`src/design/llt_pkg.sv`:
```
`default_nettype none

package llt_pkg;

	// Table geometry
	localparam int ENTRIES = 128;
	localparam int IDX_W   = $clog2(ENTRIES);
	localparam int LINK_W  = $clog2(ENTRIES + 1);

	// Word field widths
	localparam int OPCODE_W = 2;
	localparam int VALUE_W  = 32;
	localparam int STATUS_W = 2;
	localparam int INDEX_W  = 7;

	// Link code that marks the end of a chain
	localparam logic [LINK_W-1:0] NIL_LINK = LINK_W'(ENTRIES);

	typedef enum logic [OPCODE_W-1:0] {
		OP_INSERT = 2'd0,
		OP_DELETE = 2'd1,
		OP_SEARCH = 2'd2
	} op_t;

	typedef enum logic [STATUS_W-1:0] {
		STAT_OK        = 2'd0,
		STAT_FULL      = 2'd1,
		STAT_NOT_FOUND = 2'd2
	} status_t;

	// Table read address source
	typedef enum logic [1:0] {
		RD_CUR  = 2'd0,
		RD_FREE = 2'd1,
		RD_HEAD = 2'd2,
		RD_NEXT = 2'd3
	} rd_sel_t;

	// Result index source
	typedef enum logic [1:0] {
		IX_ZERO = 2'd0,
		IX_FREE = 2'd1,
		IX_CUR  = 2'd2
	} ix_sel_t;

	typedef enum logic [2:0] {
		S_CLEAR    = 3'd0,
		S_IDLE     = 3'd1,
		S_DISPATCH = 3'd2,
		S_INS_WR   = 3'd3,
		S_WALK     = 3'd4,
		S_DEL_LINK = 3'd5,
		S_DEL_FREE = 3'd6,
		S_RESULT   = 3'd7
	} state_t;

	// Controller to datapath
	typedef struct packed {
		logic    clr_step;
		logic    req_take;
		logic    walk_init;
		logic    walk_adv;
		logic    ins_wr;
		logic    del_link;
		logic    del_free;
		logic    res_set;
		status_t res_status;
		ix_sel_t res_ix;
		rd_sel_t rd_sel;
		logic    out_load;
	} cmd_t;

	// Datapath to controller
	typedef struct packed {
		logic                clr_last;
		logic [OPCODE_W-1:0] opcode;
		logic                free_nil;
		logic                head_nil;
		logic                match;
		logic                walk_end;
		logic                out_free;
	} sts_t;

endpackage

`default_nettype wire

```
`src/design/llt_ctrl.sv`:
```
`default_nettype none

module llt_ctrl (
	input  wire logic          clk,
	input  wire logic          arst_n,
	input  wire llt_pkg::sts_t sts,
	output llt_pkg::cmd_t      cmd,
	input  wire logic          req_valid,
	output logic               req_ready
);
	import llt_pkg::*;

	state_t state_q;
	state_t state_d;

	// State register
	always_ff @(posedge clk or negedge arst_n) begin
		if (!arst_n) begin
			state_q <= S_CLEAR;
		end else begin
			state_q <= state_d;
		end
	end

	// Next state and datapath commands
	always_comb begin
		state_d    = state_q;
		cmd        = '0;
		cmd.rd_sel = RD_CUR;
		req_ready  = 1'b0;
		unique case (state_q)
			S_CLEAR: begin
				cmd.clr_step = 1'b1;
				if (sts.clr_last) begin
					state_d = S_IDLE;
				end
			end
			S_IDLE: begin
				req_ready = 1'b1;
				if (req_valid) begin
					cmd.req_take = 1'b1;
					state_d      = S_DISPATCH;
				end
			end
			S_DISPATCH: begin
				unique case (op_t'(sts.opcode))
					OP_INSERT: begin
						if (sts.free_nil) begin
							cmd.res_set    = 1'b1;
							cmd.res_status = STAT_FULL;
							cmd.res_ix     = IX_ZERO;
							state_d        = S_RESULT;
						end else begin
							cmd.rd_sel = RD_FREE;
							state_d    = S_INS_WR;
						end
					end
					OP_DELETE, OP_SEARCH: begin
						cmd.walk_init = 1'b1;
						if (sts.head_nil) begin
							cmd.res_set    = 1'b1;
							cmd.res_status = STAT_NOT_FOUND;
							cmd.res_ix     = IX_ZERO;
							state_d        = S_RESULT;
						end else begin
							cmd.rd_sel = RD_HEAD;
							state_d    = S_WALK;
						end
					end
					default: begin
						// unused opcode: no change, plain success
						cmd.res_set    = 1'b1;
						cmd.res_status = STAT_OK;
						cmd.res_ix     = IX_ZERO;
						state_d        = S_RESULT;
					end
				endcase
			end
			S_INS_WR: begin
				cmd.ins_wr     = 1'b1;
				cmd.res_set    = 1'b1;
				cmd.res_status = STAT_OK;
				cmd.res_ix     = IX_FREE;
				state_d        = S_RESULT;
			end
			S_WALK: begin
				if (sts.match) begin
					if (sts.opcode == OP_SEARCH) begin
						cmd.res_set    = 1'b1;
						cmd.res_status = STAT_OK;
						cmd.res_ix     = IX_CUR;
						state_d        = S_RESULT;
					end else begin
						state_d = S_DEL_LINK;
					end
				end else if (sts.walk_end) begin
					cmd.res_set    = 1'b1;
					cmd.res_status = STAT_NOT_FOUND;
					cmd.res_ix     = IX_ZERO;
					state_d        = S_RESULT;
				end else begin
					cmd.walk_adv = 1'b1;
					cmd.rd_sel   = RD_NEXT;
				end
			end
			S_DEL_LINK: begin
				cmd.del_link = 1'b1;
				state_d      = S_DEL_FREE;
			end
			S_DEL_FREE: begin
				cmd.del_free   = 1'b1;
				cmd.res_set    = 1'b1;
				cmd.res_status = STAT_OK;
				cmd.res_ix     = IX_ZERO;
				state_d        = S_RESULT;
			end
			S_RESULT: begin
				if (sts.out_free) begin
					cmd.out_load = 1'b1;
					state_d      = S_IDLE;
				end
			end
		endcase
	end

endmodule

`default_nettype wire

```
`config.mk`:
```
export PLATFORM = sky130hd
export DESIGN_NAME = llt_ctrl
export DESIGN_NICKNAME = d
export VERILOG_FILES = /design/src/design/llt_pkg.sv /design/src/design/llt_ctrl.sv
export SDC_FILE = /design/constraint.sdc
export NUM_CORES = 1
export LEC_CHECK = 0
export BUFFER_PORTS_ARGS = -buffer_cell sky130_fd_sc_hd__buf_2
export CAP_MARGIN = 20
export CORE_AREA = 5 5 42 44
export CTS_BUF_LIST = sky130_fd_sc_hd__clkbuf_2
export CTS_CLUSTER_DIAMETER = 100
export CTS_CLUSTER_SIZE = 40
export DETAILED_ROUTE_END_ITERATION = 16
export DIE_AREA = 0 0 47 49
export HOLD_SLACK_MARGIN = 0.05
export PLACE_DENSITY = 0.68
export SLEW_MARGIN = 40
export SYNTH_ARGS = -nofsm -noshare
export SYNTH_HDL_FRONTEND = slang
export SYNTH_SLANG_ARGS = --single-unit
export TNS_END_PERCENT = 1
```
`constraint.sdc`:
```
create_clock -name clk -period 2.8 [get_ports clk]
set_clock_uncertainty 0.1 [all_clocks]
set_input_delay 0.14 -clock clk [delete_from_list [all_inputs] [get_ports clk]]
set_output_delay 0.14 -clock clk [all_outputs]
set_load 0.01 [all_outputs]
```
# == Yosys cells after proc, flatten, opt, wreduce, memory -nomap -nowiden ==
# Cells that the tools add are included.
# classes
eq_ne,13
n_mux,37
reduce_logical,5
# op_table
op,n
2-to-1 mux 5 bit,5
case mux 3 bit (7 select lines),1
case mux 5 bit (4 select lines),1
2-to-1 mux 3 bit,6
2-to-1 mux 1 bit,15
== test 3 bit (second input constant),4
2-to-1 mux 2 bit,5
case mux 5 bit (2 select lines),1
case mux 2 bit (2 select lines),2
== test 3 x 2 -> 1 bit (second input constant),2
!= test 2 bit (second input constant),3
case mux 3 bit (2 select lines),1
AND reduction 4 bit,1
OR reduction 2 bit,2
== test 3 x 1 -> 1 bit (second input constant),1
logical NOT 3 bit,1
!= test 3 bit (second input constant),1
== test 2 x 1 -> 1 bit (second input constant),1
== test 2 bit (second input constant),1
logical NOT 2 bit,1
# totals
ff_bits,3
inputBits,11

# == Logic depth before layout (Yosys ltp) ==
# logic_depth
word_depth,4
ltp_mapped,7
mapped_depth_nobuf,7

# == Worst setup path before layout ==
# OpenSTA, ideal clock, no wires.
# synth_timing
kind,register to register
from,register state_q[0]
to,register state_q[0]
setup_ns,0.126
t_arrival_ns,1.379
setup_slack_ns,1.195
stages_incl_launch_ff,4
path_buffers,0
period_less_slack_ns,1.605
cell_sequence,dfrtp_1 > or4_4 > o21a_1 > o32a_1
# synth_between
elab_chain_len,3
word_cells_on_any_way,15
classes_between,eq/ne: 11; mux: 1; reduce/logical: 3
# synth_lines
element,line_no,text
from (decl),llt_ctrl.sv:13,state_t state_q;
from (signal assigned),llt_ctrl.sv:21,state_q <= state_d;
== test 3 bit (tied with other cells),llt_ctrl.sv:31,unique case (state_q)
OR reduction 2 bit (no source line) (tied with other cells),n/a,
case mux 3 bit (7 select lines) / AND reduction 4 bit (equally long branches),n/a,
# Parallel ways exist; a longest one is shown, timed or not.
# A chain may end at the register's enable or synchronous reset.

==> impl_results.md <==
- Outcome: finished clean
- HPWL Detailed: 972 um
- Worst-margin pin slew: 369.7 ps
- CTS sink count: 3
- Final setup viols: 0
- H-Tree Depth: 1
- Worst hold path type: primary input to async pin
- 1st-pass router iterations: 5
- DR WL/cell: 11.68 um
- GPL Wtd Cong: 0.8424
- Worst skew pair latency: 220 ps
- Post-synth top cells: nor2_1, inv_1, o21ai_0
- TNS Setup: 0 ps
- Vias per cell: 5.000
- TritonCTS Buffers: 3
- Unrepaired setup endpoints after global routing: no
- Post-Place Cells: 99
- # rows: 14
- CTS tree: built
- Die height: 49 um
- Most common cell in the netlist: nor2_1
- Total track usage: 0.1157
- Sequential-to-total area share from yosys stat: 0.1818
- Area share of the largest cell type after synthesis: 0.1818
- CP Capture Type: primary output
- Final non-filler cell total: 104
- Synth top area cells: dfrtp_1, ha_1, nor2_1
- Die width: 47 um
- Fmax: 504.1 MHz
- Grt ovf: 0
- Final min period: 1984 ps
- Multi-input logic area: 299.0 um^2
- Max-cap violations: 0
- Critical path class: flip-flop to primary output
- Synth-to-Final Area Change: 40.61%
- EDFF count, synth: 0
- Pre-CTS setup slack: 995.0 ps
- Postcts setup bufs: 0
- Critical Path AT: 1740 ps
- Final slew viol count: 0
- DRC: 0
- Worst vdd ir: 0.2574 mV
- Final period util: 0.7085
- Fill cells: 158
- Critical Path RT: 2560 ps
- Leakage: 0.3534 nW
- Design area: 580.6 um^2
- Vias: 520
- Clock transition at path regs: 50 ps
- Antenna-violating nets left: 0
- Ant diodes: 0
- Core Area: 1401 um^2
- Post-Synthesis Cells: 60
- #FFs+latches synth: 3
- Post-synthesis cell area: 412.9 um^2
- Nets: 103
- Largest registers: state_q x3
- Largest Register: state_q
- Vias in the first global route: 448
- First-pass GRT wire length: 1883 um
- Syn nets: 74
- Clock Tree Buf Depth: 2
- Yosys warns: 0
- Max Fanout on Critical Path: 13
- Num ports: 27
- Post-Route WL: 1215 um
- Layout cells sized above 1: 0.3636
- Max reg flops: 3
- Startpoint Class: flip-flop
- Ys flop type: dfrtp_1
- Pwr per Cell Area: 715.2 nW/um^2
- Slew margin rel.: 0.7536
- Initial Utilization: 0.2946
- Initial antenna violation count: 0
- Die area: 2303 um^2
- Reg area: 75.07 um^2
- Yosys cell types: 26
- Hold WS: 137.1 ps
- Largest net degree at the start of global routing: 14
- Clk root buf: clkbuf_2
- Dominant cell type by area after synthesis: dfrtp_1
- 1st-iter DRT viols: 13
- Final worst slack: 816.1 ps
- Syn_area_per_cell: 6.882 um^2
- Fraction of registers with async set/reset: 1.000
- Placed Area: 550.5 um^2
- Hold Fails Final Rpt: 0
- PortBufs: 26
==> area by class of cell <==
class,count,share of cell area
flip-flops and latches,3,0.1293
clock buffers,4,0.03448
repair buffers,27,0.2414
well taps,16,0.03448
multi-input cells,47,0.5151
inverters,7,0.04526
==> layout by cell type, fill, tap and decap left out, drive strengths merged <==
| master | count |
|---|---|
| dfrtp | 3 |
| dlygate4sd3 | 1 |
| nand3 | 2 |
| nand2b | 3 |
| o21ai | 5 |
| o21a | 1 |
| clkbuf | 4 |
| a211o | 1 |
| buf | 26 |
| nand2 | 3 |
| a211oi | 1 |
| nor3 | 2 |
| or3b | 1 |
| nand3b | 1 |
| mux2i | 1 |
| o211a | 1 |
| o32a | 1 |
| nor2b | 3 |
| and2 | 2 |
| nor2 | 10 |
| inv | 7 |
| or4 | 1 |
| nor4 | 1 |
| ha | 3 |
| o311ai | 1 |
| a2bb2oi | 1 |
| and3 | 2 |
==> path summary, 6_finish.rpt <==
check | from | to | slack [ps] | cells after the start
max | state_q[2] | cmd[2] | 820 | 4
min in group clk | req_valid | state_q[0] | 140 | 3
max reg2reg | state_q[2] | state_q[0] | 1000 | 3
max in group asynchronous | arst_n | state_q[1] | 2350 | 2
min reg2reg | state_q[1] | state_q[2] | 590 | 1
min | arst_n | state_q[0] | 140 | 2
==> where the power goes <==
group | leakage, nW | internal, mW | switching (mW)
clock | 0.0166 | 0.0376 | 0.0275
sequential | 0.0314 | 0.0615 | 0.0505
combinational | 0.305 | 0.113 | 0.125
==> per-stage QoR <==
stage | total power, mW | util
after detailed placement | 0.3497 | 0.3929
final | 0.4152 | 0.4143
after floorplan | 0.2669 | -
after global placement | 0.3452 | 0.3929
after CTS | 0.4184 | 0.4143
after global routing | 0.4563 | 0.4143
==> worst max-delay path, stage by stage, from the launching register on <==
cell	delay, ps
dfrtp_1	550
or3b_2	520
nand2b_1	200
o21ai_0	90
buf_2	160
==> metal layers <==
layer / up-vias / share of wire / track usage / routed length, um
met5: - / 0 / 0 / 0
met4: 0 / 0.033 / 0.1106 / 40
met3: 5 / 0.11 / 0.007380 / 130
met2: 26 / 0.45 / 0.1719 / 551
met1: 227 / 0.40 / 0.1372 / 492
li1: 262 / - / - / -
==> cells by family after synthesis <==
group / count (synthesis) / synth area share
AO/OA/AOI/OAI: 12 / 0.2091
adder cells (fa/ha/maj): 3 / 0.09092
buffers and inverters: 10 / 0.09395
flip-flops: 3 / 0.1818
multiplexers: 1 / 0.02424
AND/OR/NAND/NOR: 31 / 0.4000
==> timing repair <==
item                      4_1_cts  5_1_grt
hold endpoints to repair        3        0
gates resized for setup         0        0
hold buffers                    1        0
Power figures use the tool's default switching activity.
